$ cat src/lkls_pkg.sv
// ----------------------------------------------------------------------------
// lkls_pkg: shared types and constants for the L1 k-nearest-neighbor scan
// Opcodes, queue command kinds, register indexes and fixed field widths.
// ----------------------------------------------------------------------------
package lkls_pkg;

    localparam int DEF_MAX_NEIGHBORS = 16;
    localparam int DEF_MAX_DIMENSION = 256;
    localparam int DEF_MAX_POINTS    = 65536;
    localparam int DEF_SAMPLE_BITS   = 16;

    // Width of an L1 distance; the accumulator saturates at its all-ones value.
    localparam int DIST_BITS    = 24;
    localparam int OPCODE_BITS  = 2;
    localparam int K_CFG_BITS   = 5;
    localparam int DIM_CFG_BITS = 9;

    localparam int APB_ADDR_BITS = 4;
    localparam int APB_DATA_BITS = 32;
    localparam int REG_SEL_BITS  = 2;

    // Depth of the command queue between the front and the back.
    localparam int QUEUE_DEPTH = 4;

    typedef enum logic [OPCODE_BITS-1:0] {
        OP_QUERY  = 2'd0,
        OP_POINT  = 2'd1,
        OP_FINISH = 2'd2,
        OP_NONE   = 2'd3
    } opcode_t;

    typedef enum logic [1:0] {
        CMD_CLEAR  = 2'd0,
        CMD_INSERT = 2'd1,
        CMD_FINISH = 2'd2
    } cmd_kind_t;

    typedef enum logic [REG_SEL_BITS-1:0] {
        REG_NEIGHBOR_COUNT = 2'd0,
        REG_DIMENSION      = 2'd1,
        REG_KEEP_RESULTS   = 2'd2
    } reg_index_t;

    typedef enum logic [1:0] {
        BACK_IDLE = 2'b01,
        BACK_EMIT = 2'b10
    } back_state_t;

    // Width helper that never returns less than one bit.
    function automatic int at_least_one(input int v);
        return (v < 1) ? 1 : v;
    endfunction

endpackage

$ cat src/lkls_cmd_fifo.sv
// ----------------------------------------------------------------------------
// lkls_cmd_fifo: short command queue between front and back
// Register-based first-in first-out buffer; push only when not full.
// ----------------------------------------------------------------------------
module lkls_cmd_fifo
    import lkls_pkg::*;
#(
    parameter int WIDTH = 8,
    parameter int DEPTH = QUEUE_DEPTH
) (
    input  logic             aclk,
    input  logic             aresetn,
    input  logic             push,
    input  logic [WIDTH-1:0] push_data,
    input  logic             pop,
    output logic [WIDTH-1:0] head_data,
    output logic             full,
    output logic             empty
);

    localparam int PTR_W = at_least_one($clog2(DEPTH));
    localparam int CNT_W = $clog2(DEPTH + 1);

    logic [WIDTH-1:0] entry_reg [DEPTH];
    logic [PTR_W-1:0] wr_ptr_reg, wr_ptr_next;
    logic [PTR_W-1:0] rd_ptr_reg, rd_ptr_next;
    logic [CNT_W-1:0] count_reg, count_next;
    logic             do_push, do_pop;

    assign full      = (count_reg == CNT_W'(DEPTH));
    assign empty     = (count_reg == '0);
    assign do_push   = push && !full;
    assign do_pop    = pop && !empty;
    assign head_data = entry_reg[rd_ptr_reg];

    always_comb begin
        wr_ptr_next = wr_ptr_reg;
        rd_ptr_next = rd_ptr_reg;
        count_next  = count_reg;
        if (do_push) begin
            wr_ptr_next = (wr_ptr_reg == PTR_W'(DEPTH - 1)) ? '0 : wr_ptr_reg + PTR_W'(1);
        end
        if (do_pop) begin
            rd_ptr_next = (rd_ptr_reg == PTR_W'(DEPTH - 1)) ? '0 : rd_ptr_reg + PTR_W'(1);
        end
        if (do_push && !do_pop) begin
            count_next = count_reg + CNT_W'(1);
        end else if (do_pop && !do_push) begin
            count_next = count_reg - CNT_W'(1);
        end
    end

    always_ff @(posedge aclk) begin
        if (!aresetn) begin
            wr_ptr_reg <= '0;
            rd_ptr_reg <= '0;
            count_reg  <= '0;
        end else begin
            wr_ptr_reg <= wr_ptr_next;
            rd_ptr_reg <= rd_ptr_next;
            count_reg  <= count_next;
        end
    end

    always_ff @(posedge aclk) begin
        if (do_push) begin
            entry_reg[wr_ptr_reg] <= push_data;
        end
    end

endmodule

$ cat config.mk
export PLATFORM = sky130hd
export DESIGN_NAME = lkls_cmd_fifo
export DESIGN_NICKNAME = d
export VERILOG_FILES = /design/src/lkls_pkg.sv /design/src/lkls_cmd_fifo.sv
export SDC_FILE = /design/constraint.sdc
export NUM_CORES = 1
export LEC_CHECK = 0
export ABC_AREA = 1
export BUFFER_PORTS_ARGS = -buffer_cell sky130_fd_sc_hd__buf_2
export CORE_AREA = 2 2 59 61
export DETAILED_ROUTE_END_ITERATION = 10
export DIE_AREA = 0 0 61 63
export GPL_TIMING_DRIVEN = 0
export PLACE_DENSITY_LB_ADDON = 0.08
export SLEW_MARGIN = 10
export SYNTH_ARGS = -nofsm -noshare
export SYNTH_HDL_FRONTEND = slang
export SYNTH_SLANG_ARGS = --single-unit
export TNS_END_PERCENT = 5
$ cat constraint.sdc
create_clock -name aclk -period 2.4 [get_ports aclk]
set_input_delay 0.36 -clock aclk [delete_from_list [all_inputs] [get_ports aclk]]
set_output_delay 0.36 -clock aclk [all_outputs]
set_load 0.05 [all_outputs]
==> impl_metrics.env <==
export IMPL_gp_congestion=0.699
export IMPL_synth_common_cells="33 x nor2_1, 32 x edfxtp_1, 18 x inv_1, 14 x nand2_1, 14 x o21ai_0"
export IMPL_cp_start_kind="flop"
export IMPL_worst_ir_drop_vdd_v=0.000630
export IMPL_fin_crit_ns=1.99
export IMPL_largest_reg_flops=32
export IMPL_required_ns=2.04
export IMPL_drive_gt1_frac=0.192
export IMPL_cts_buffer_depth=2
export IMPL_synth_top_cell_area_share=0.568
export IMPL_grt_antenna_before_repair=0
export IMPL_wirelength_mm=2.83
export IMPL_report_final_slew_viol_count=0
export IMPL_place_hpwl_mm=1.98
export IMPL_max_slew_margin=0.447
export IMPL_row_count=21
export IMPL_rsz0062_at_grt="no"
export IMPL_synth_top_area_cell="edfxtp_1"
export IMPL_grt_total_usage=0.165
export IMPL_critPathMaxFanout=9
export IMPL_ys_top_cells_by_area="edfxtp_1 57%, dfxtp_1 11%, nor2_1 7.3%"
export IMPL_cts_tree="yes"
export IMPL_syn_nets=167
export IMPL_dr_total_vias=1074
export IMPL_dieHeight_um=63
export IMPL_arrival_ns=1.63
export IMPL_hold_class="in2reg"
export IMPL_grt_overflow=0
export IMPL_area_growth_pct=13.1
export IMPL_cts_sinks=41
export IMPL_p_total_mw=2.27
export IMPL_die_w_um=61
export IMPL_synth_most_common_cell="nor2_1"
export IMPL_async_flop_share=0
export IMPL_ys_types=18
export IMPL_hold_violations=0
export IMPL_fin_skew_ns=0.00903
export IMPL_ys_ff_latch=41
export IMPL_setup_viol=0
export IMPL_clock_latency_ns=0.34
export IMPL_wire_per_inst_um=12.7
export IMPL_period_share=0.831
export IMPL_coreArea_mm2=0.00323
export IMPL_yosys_warnings=0
export IMPL_fill_cells=297
export IMPL_end_kind="output pin"
export IMPL_post_cts_buffers=0
export IMPL_io_buffers=21
export IMPL_io_pins=22
export IMPL_root_buffer="clkbuf_4"
export IMPL_finalSetupTns_ns=0
export IMPL_synth_flop_cell="edfxtp_1"
export IMPL_seq_area_frac_synth=0.674
export IMPL_synth_edff_count=32
export IMPL_firstDrtPassIters=4
export IMPL_powerDensity_mw_per_mm2=1180
export IMPL_drt_initial_drc_count=43
export IMPL_crit_type="reg2out"
export IMPL_numCtsBuffers=5
export IMPL_grt_max_degree=13
export IMPL_initial_core_util=0.524
export IMPL_antenna_cells=0
export IMPL_maxCapViolations=0
export IMPL_grt_pass1_vias=1026
export IMPL_leakage_nw=0.777
export IMPL_status="finished, final reports clean"
export IMPL_ctsHoldBuffers=0
export IMPL_syn_area_mm2=0.00169
export IMPL_fin_nets=195
export IMPL_grt_pass1_wl_mm=4.53
export IMPL_vias_per_cell=4.82
export IMPL_post_route_drc_count=0
export IMPL_ant_nets=0
export IMPL_netlist_instances=148
export IMPL_tightestPinTransition_ns=0.827
export IMPL_dieArea_mm2=0.00384
export IMPL_ctsResizeCount=0
export IMPL_clock_fmax_mhz=502
export IMPL_syn_avg_cell_area_um2=11.4
export IMPL_h_tree_depth=2
export IMPL_path_clk_slew_ns=0.11
==> report_power, final <==
group	switching (mW)	internal [mW]
sequential	0.0781	0.883
clock	0.198	0.145
combinational	0.705	0.258
total	0.981	1.29
==> worst max-delay path, stage by stage (launching register included) <==
cell and delay (ns):
dfxtp_1 0.43, inv_1 0.27, o21ai_0 0.16, o22ai_1 0.15, buf_2 0.29
==> cell families after synthesis <==
group | share of synthesized area
adder cells (fa/ha/maj) | 0.0562
AO/OA/AOI/OAI | 0.0953
AND/OR/NAND/NOR | 0.119
buffers and inverters | 0.0554
flip-flops | 0.674
==> per-stage QoR <==
stage,worst slack (ns),hold WS (ns),cell area [um2],utilization,instances
after floorplan,0.634,0.459,1690,-,148
after global placement,0.570,0.492,1860,0.574,215
after detailed placement,0.545,0.510,1860,0.574,215
after CTS,0.390,0.218,1910,0.592,223
after global routing,0.291,0.218,1910,0.592,223
final,0.406,0.232,1910,0.592,223
==> final timing paths <==
kind	startpoint	endpoint	slack, ns	depth (start not counted)
max	flop	head_data[2]	0.41	4
min reg2reg	count_reg[0]	count_reg[0]	0.52	2
min	push_data[2]	entry_reg[0][2]	0.23	1
max reg2reg	count_reg[1]	count_reg[1]	0.54	9
==> layout by cell type (no fill, tap or decap) <==
master and n:
o21ai_2 3, o21ai_1 1, nor2_1 33, edfxtp_1 32, nand3b_1 1, clkbuf_4 5, nand2_2 1, clkbuf_1 2
nand2_1 14, buf_2 21, nand4_1 1, fa_1 1, nand3_1 1, ha_1 6, a21oi_1 2, o21ai_0 14
clkbuf_8 1, inv_2 1, buf_6 2, o22ai_1 8, inv_1 18, dfxtp_1 9
==> layout make-up <==
| cell class | count | area, um2 | share of cell area |
|---|---|---|---|
| flip-flops and latches | 41 | 1140 | 0.596 |
| multi-input cells | 86 | 458 | 0.239 |
| repair buffers | 21 | 105 | 0.0549 |
| inverters | 19 | 71.3 | 0.0373 |
| clock buffers | 8 | 58.8 | 0.0307 |
| well taps | 46 | 57.6 | 0.0301 |
| plain buffers | 2 | 22.5 | 0.0118 |
==> routing by layer <==
layer	vias to the layer above	track usage	routed length, um
li1	557	-	-
met1	488	0.204	1230
met2	23	0.265	1420
met3	6	0.0559	140
met4	0	0.0571	46
met5	-	0	0
No activity file was read; power rests on OpenSTA's default activity.
