## src/lkls_pkg.sv

```systemverilog
// ----------------------------------------------------------------------------
// lkls_pkg: shared types and constants for the L1 k-nearest-neighbor scan
// Opcodes, queue command kinds, register indexes and fixed field widths.
// ----------------------------------------------------------------------------
package lkls_pkg;

    localparam int DEF_MAX_NEIGHBORS = 16;
    localparam int DEF_MAX_DIMENSION = 256;
    localparam int DEF_MAX_POINTS    = 65536;
    localparam int DEF_SAMPLE_BITS   = 16;

    // Width of an L1 distance; the accumulator saturates at its all-ones value.
    localparam int DIST_BITS    = 24;
    localparam int OPCODE_BITS  = 2;
    localparam int K_CFG_BITS   = 5;
    localparam int DIM_CFG_BITS = 9;

    localparam int APB_ADDR_BITS = 4;
    localparam int APB_DATA_BITS = 32;
    localparam int REG_SEL_BITS  = 2;

    // Depth of the command queue between the front and the back.
    localparam int QUEUE_DEPTH = 4;

    typedef enum logic [OPCODE_BITS-1:0] {
        OP_QUERY  = 2'd0,
        OP_POINT  = 2'd1,
        OP_FINISH = 2'd2,
        OP_NONE   = 2'd3
    } opcode_t;

    typedef enum logic [1:0] {
        CMD_CLEAR  = 2'd0,
        CMD_INSERT = 2'd1,
        CMD_FINISH = 2'd2
    } cmd_kind_t;

    typedef enum logic [REG_SEL_BITS-1:0] {
        REG_NEIGHBOR_COUNT = 2'd0,
        REG_DIMENSION      = 2'd1,
        REG_KEEP_RESULTS   = 2'd2
    } reg_index_t;

    typedef enum logic [1:0] {
        BACK_IDLE = 2'b01,
        BACK_EMIT = 2'b10
    } back_state_t;

    // Width helper that never returns less than one bit.
    function automatic int at_least_one(input int v);
        return (v < 1) ? 1 : v;
    endfunction

endpackage

```

## src/lkls_back.sv

```systemverilog
// ----------------------------------------------------------------------------
// lkls_back: sorted neighbor list and result emission
// Executes queued commands: sorted insertion, list clear, and
// emission of the list in ascending distance through an output register.
// ----------------------------------------------------------------------------
module lkls_back
    import lkls_pkg::*;
#(
    parameter int MAX_NEIGHBORS = DEF_MAX_NEIGHBORS,
    parameter int KW            = $clog2(DEF_MAX_NEIGHBORS + 1),
    parameter int IDX_W         = $clog2(DEF_MAX_POINTS)
) (
    input  logic                 aclk,
    input  logic                 aresetn,
    input  logic [KW-1:0]        k_eff,
    input  logic                 q_empty,
    input  cmd_kind_t            q_kind,
    input  logic [IDX_W-1:0]     q_index,
    input  logic [DIST_BITS-1:0] q_dist,
    output logic                 q_pop,
    output logic                 out_valid,
    input  logic                 out_ready,
    output logic [IDX_W-1:0]     out_index,
    output logic [DIST_BITS-1:0] out_dist,
    output logic                 out_vres,
    output logic                 out_last
);

    localparam int IW = at_least_one($clog2(MAX_NEIGHBORS));

    logic [DIST_BITS-1:0] dist_reg [MAX_NEIGHBORS];
    logic [IDX_W-1:0]     idx_reg  [MAX_NEIGHBORS];
    logic [KW-1:0]        occ_reg;
    logic [IW-1:0]        rd_reg;
    back_state_t          state_reg;

    logic                 out_valid_reg;
    logic [IDX_W-1:0]     out_index_reg;
    logic [DIST_BITS-1:0] out_dist_reg;
    logic                 out_vres_reg, out_last_reg;

    logic [MAX_NEIGHBORS-1:0] le;
    logic [IW-1:0]            km1;
    logic                     full, drop, do_insert;
    logic                     slot_free, rd_last;

    // Entry i ranks ahead of the new point (ties keep the older entry first).
    always_comb begin
        for (int i = 0; i < MAX_NEIGHBORS; i++) begin
            le[i] = (KW'(i) < occ_reg) && (dist_reg[i] <= q_dist);
        end
    end

    assign km1       = IW'(k_eff - KW'(1));
    assign full      = (occ_reg >= k_eff);
    assign drop      = full && le[km1];
    assign q_pop     = (state_reg == BACK_IDLE) && !q_empty;
    assign do_insert = q_pop && (q_kind == CMD_INSERT) && !drop;

    assign slot_free = !out_valid_reg || out_ready;
    assign rd_last   = (KW'(rd_reg) + KW'(1) == occ_reg);

    always_ff @(posedge aclk) begin
        if (do_insert) begin
            for (int i = 0; i < MAX_NEIGHBORS; i++) begin
                if (!le[i]) begin
                    if (i == 0 || le[(i == 0) ? 0 : i - 1]) begin
                        dist_reg[i] <= q_dist;
                        idx_reg[i]  <= q_index;
                    end else begin
                        dist_reg[i] <= dist_reg[(i == 0) ? 0 : i - 1];
                        idx_reg[i]  <= idx_reg[(i == 0) ? 0 : i - 1];
                    end
                end
            end
        end
    end

    always_ff @(posedge aclk) begin
        if (!aresetn) begin
            occ_reg   <= '0;
            rd_reg    <= '0;
            state_reg <= BACK_IDLE;
        end else begin
            case (state_reg)
                BACK_IDLE: begin
                    if (q_pop) begin
                        case (q_kind)
                            CMD_INSERT: begin
                                if (!drop && !full) begin
                                    occ_reg <= occ_reg + KW'(1);
                                end
                            end
                            CMD_CLEAR: occ_reg <= '0;
                            CMD_FINISH: begin
                                rd_reg    <= '0;
                                state_reg <= BACK_EMIT;
                            end
                            default: begin
                            end
                        endcase
                    end else if (occ_reg > k_eff) begin
                        // A lowered neighbor count drops the worst entries.
                        occ_reg <= k_eff;
                    end
                end
                BACK_EMIT: begin
                    if (slot_free) begin
                        if (occ_reg == '0 || rd_last) begin
                            state_reg <= BACK_IDLE;
                        end else begin
                            rd_reg <= rd_reg + IW'(1);
                        end
                    end
                end
                default: state_reg <= BACK_IDLE;
            endcase
        end
    end

    always_ff @(posedge aclk) begin
        if (!aresetn) begin
            out_valid_reg <= 1'b0;
        end else if (state_reg == BACK_EMIT && slot_free) begin
            out_valid_reg <= 1'b1;
        end else if (out_ready) begin
            out_valid_reg <= 1'b0;
        end
    end

    always_ff @(posedge aclk) begin
        if (state_reg == BACK_EMIT && slot_free) begin
            if (occ_reg == '0) begin
                out_index_reg <= '0;
                out_dist_reg  <= '0;
                out_vres_reg  <= 1'b0;
                out_last_reg  <= 1'b1;
            end else begin
                out_index_reg <= idx_reg[rd_reg];
                out_dist_reg  <= dist_reg[rd_reg];
                out_vres_reg  <= 1'b1;
                out_last_reg  <= rd_last;
            end
        end
    end

    assign out_valid = out_valid_reg;
    assign out_index = out_index_reg;
    assign out_dist  = out_dist_reg;
    assign out_vres  = out_vres_reg;
    assign out_last  = out_last_reg;

endmodule

```

## config.mk

```make
export PLATFORM = sky130hd
export DESIGN_NAME = lkls_back
export DESIGN_NICKNAME = d
export VERILOG_FILES = /design/src/lkls_pkg.sv /design/src/lkls_back.sv
export SDC_FILE = /design/constraint.sdc
export NUM_CORES = 2
export LEC_CHECK = 0
export ABC_AREA = 1
export BUFFER_PORTS_ARGS = -buffer_cell sky130_fd_sc_hd__buf_2
export CAP_MARGIN = 20
export CORE_MARGIN = 4
export CORE_UTILIZATION = 55
export CTS_BUF_LIST = sky130_fd_sc_hd__clkbuf_16
export DETAILED_ROUTE_END_ITERATION = 6
export PLACE_DENSITY = 0.73
export SYNTH_ARGS = -nofsm -noshare
export SYNTH_HDL_FRONTEND = slang
export SYNTH_SLANG_ARGS = --single-unit
```

## constraint.sdc

```tcl
create_clock -name aclk -period 6.3 [get_ports aclk]
set_input_delay 0.315 -clock aclk [delete_from_list [all_inputs] [get_ports aclk]]
set_output_delay 0.315 -clock aclk [all_outputs]
set_load 0.03 [all_outputs]
```

==> metrics.md <==
| Metric | Value |
|---|---|
| Status | `finished with violations` |
| Failing checks | `design-rule violations` |
| Period Utilization, post-route | `0.769` |
| Placement Cell Area | `47000 sq um` |
| RSZ-0062 raised after global routing | `false` |
| Largest net degree at the start of global routing | `183` |
| Die area | `88700 sq um` |
| Worst-Skew Late Latency | `680 ps` |
| Critical path class | `input port to flip-flop` |
| Vias in the first global route | `41063` |
| Post-Syn Instances | `5463` |
| Die width | `298 um` |
| Seq/Total Area, Yosys | `0.449` |
| DRC viols | `1` |
| Worst hold path class | `input port to flip-flop` |
| Synth Cell Area | `46200 sq um` |
| Antenna violations before repair | `3` |
| Final setup vio count | `0` |
| Finished Cell Area | `49600 sq um` |
| H-tree lvl count | `3` |
| Tightest Pin Transition | `1090 ps` |
| Syn avg cell area | `8.45 sq um` |
| Longest Clk Path Bufs | `3` |
| Inst Count DP | `6286` |
| Count of pins over their slew limit | `0` |
| Leakage | `21.1 nW` |
| Crit-path most repeated cell | `nand2_1` |
| Fin. Hold Viols | `0` |
| Post-layout minimum cycle time | `4850 ps` |
| Clock sink count | `694` |
| Number of top-level pins | `95` |
| Initial Utilization | `0.554` |
| Vias post-DR | `43572` |
| Crit path max-delay family | `simple AND/OR/NAND/NOR gates` |
| Max Freq | `0.206 GHz` |
| Ys flop type | `edfxtp_1` |
| Placer Congestion | `0.980` |
| Worst-path clk slew | `60 ps` |
| Mapped Nets | `5907` |
| Vert. Die Dim | `298 um` |
| Layout Skew | `23.3 ps` |
| DR vias/cell | `6.76` |
| FF-to-FF Start | `dist_reg[12][15]` |
| Maximum VDD drop | `0.299 mV` |
| Pwr Density | `269 nW/um^2` |
| WL/cell | `27.5 um` |
| EDFF count, synth | `682` |
| Starting DRT DRC Count | `6125` |
| Detail Route Antenna Nets | `0` |
| Fin Setup TNS | `0 ps` |
| Critical-path top delay cell | `nand3_2` |
| Number of synthesized register bits | `694` |
| Hold Startpoint | `q_kind[0]` |
| GRT overflow | `0` |
| CP max stage delay | `560 ps` |
| Worst slew margin | `0.268` |
| Layout Area Growth over Synthesis | `7.35%` |
| Layout cells sized above 1 | `0.0683` |
| WP data arrival | `5270 ps` |
| Total global-route track usage | `0.387` |
| Filler instances | `7228` |
| Root Buffer | `clkbuf_16` |
| Worst setup path startpoint | `q_dist[23]` |
| Ys Warns | `0` |
| FP Rows | `106` |
| CP Data Required Time | `6730 ps` |
| Layout Nets | `5738` |
| Post-detail-place hpwl | `110000 um` |
| CTS tree | `done` |
| CP Max Fanout | `31` |
| TritonCTS buffer count | `82` |
| Max reg flops | `384` |
| First-pass GRT wire length | `262000 um` |
| Cell Chain, Critical Path | `buf_2 > inv_1 > ha_1 > nand2_1 > nor2_1 > nand2_1 > nor3b_2 > nand2_1 > nand3_1 > nand2_1 > nand3_1 > nand3_1 > nand3_1 > nand3_1 > nand3_4 > buf_4 > nand3_2 > buf_4 > nand2_1 > nand2_1` |
| Startpoint types | `input port` |
| I/O Buffers | `94` |
| Post-synth ARST share | `0` |
| Max-capacitance violation count | `0` |
| Crit path capture type | `flip-flop` |
| Final Non-Filler Cells | `6443` |
| Buffers & Inverters on Critical Path | `4` |
| First drt pass iteration count | `7` |
| Core area | `83400 sq um` |
| Post-Route WL | `177000 um` |
| Library cells used by synthesis | `37` |
-- placed cells by master (no fill, tap or decap), drive strengths merged --
cell type	count
o21ai	388
clkinvlp	1
ha	393
dfxtp	12
o22ai	39
o221ai	122
o21a	26
nor3	7
nor2	465
bufinv	6
a21oi	249
diode	3
buf	204
clkbuf	83
clkinv	53
xnor2	3
o21bai	10
nand3b	1
edfxtp	682
xor2	7
o41ai	1
a21o	6
inv	182
nand4	630
dlygate4sd3	3
a211oi	4
nor3b	1
or2	1
nand2	1639
nand3	141
a31oi	1
-- power breakdown --
part	internal, mW	switching (mW)
logic	0.686	2.40
registers	5.39	0.164
clock network	2.64	2.05
total	8.71	4.61
-- synthesized netlist by cell type, types with 3 or more instances --
cell / instances / area [sq um]
buf_2: 101 / 505
nor2_1: 464 / 1740
a211oi_1: 4 / 30.0
a21oi_1: 249 / 1250
o21ai_0: 383 / 1920
inv_1: 167 / 627
o21bai_1: 10 / 75.1
xnor2_1: 3 / 26.3
o221ai_1: 122 / 1070
buf_12: 4 / 80.1
o21a_1: 26 / 195
inv_2: 7 / 26.3
xor2_1: 7 / 61.3
nor3_1: 7 / 35.0
buf_1: 72 / 270
clkbuf_1: 240 / 901
buf_6: 41 / 462
nand2_1: 1638 / 6150
o22ai_1: 39 / 244
dfxtp_1: 12 / 240
nand4_1: 630 / 3940
nand3_1: 125 / 626
nand3_2: 16 / 160
edfxtp_1: 682 / 20500
o21ai_1: 5 / 25.0
ha_1: 393 / 4920
a21o_1: 6 / 45.0
-- cells by family (layout without fill, tap and decap cells) --
group,Yosys count,count (layout),share of synthesized area
simple gates,2885,2885,0.275
compound gates,846,846,0.105
flops,694,694,0.449
buf+inv,635,532,0.0627
fa+ha+maj,393,393,0.106
xor+xnor,10,10,0.00190
other cells,0,3,0
-- cell type report --
class	count	area, sq um	area share
inverter	175	668	0.0135
clock buffer	83	2080	0.0419
multi-input combinational	4134	22800	0.459
antenna	3	7.51	0.000151
tap	1080	1350	0.0273
timing repair buffer	207	1500	0.0302
sequential	694	20700	0.418
clock inverter	67	479	0.00966
-- path summary, 6_finish.rpt --
check                           slack, ps  depth (start not counted)               end
worst max-delay path                 1450                         20   dist_reg[11][6]
worst min-delay path                   60                          6      state_reg[1]
worst max register to register       1670                         14  dist_reg[13][18]
worst min register to register        580                          2   idx_reg[14][13]
-- worst min-delay path, cell delays in order --
cell and delay [ps]:
buf_2 90, nor2_1 40, nand2_1 70, nand2_1 60
nand2_1 60, inv_1 40
-- per-stage QoR --
step | total power, mW | utilization | setup slack, ps | hold slack, ps
after detailed placement | 8.58 | 0.563 | 900 | 574
after global placement | 8.53 | 0.563 | 938 | 566
after floorplan | 7.48 | - | 995 | 403
after CTS | 13.2 | 0.594 | 1600 | 30.2
final | 13.3 | 0.594 | 1450 | 61.9
after global routing | 13.7 | 0.594 | 1310 | 63.8
-- per-layer routing --
| metal | wire, um | part of all wire | vias up | track usage |
|---|---|---|---|---|
| met3 | 23200 | 0.13 | 675 | 0.0912 |
| met2 | 77300 | 0.44 | 3300 | 0.586 |
| met4 | 12600 | 0.071 | 4 | 0.235 |
| met1 | 64100 | 0.36 | 20385 | 0.505 |
| met5 | 27 | 0.00015 | - | 0 |
| li1 | - | - | 19208 | - |
-- repair_timing --
action / CTS / global route
buffers inserted: 0 / 0
hold buffers: 3 / 0
endpoints found under the hold margin: 8 / 0
endpoints found under the setup margin: 0 / 0
resized for setup: 0 / 0
Note: power is estimated with default switching activity, not from simulation.
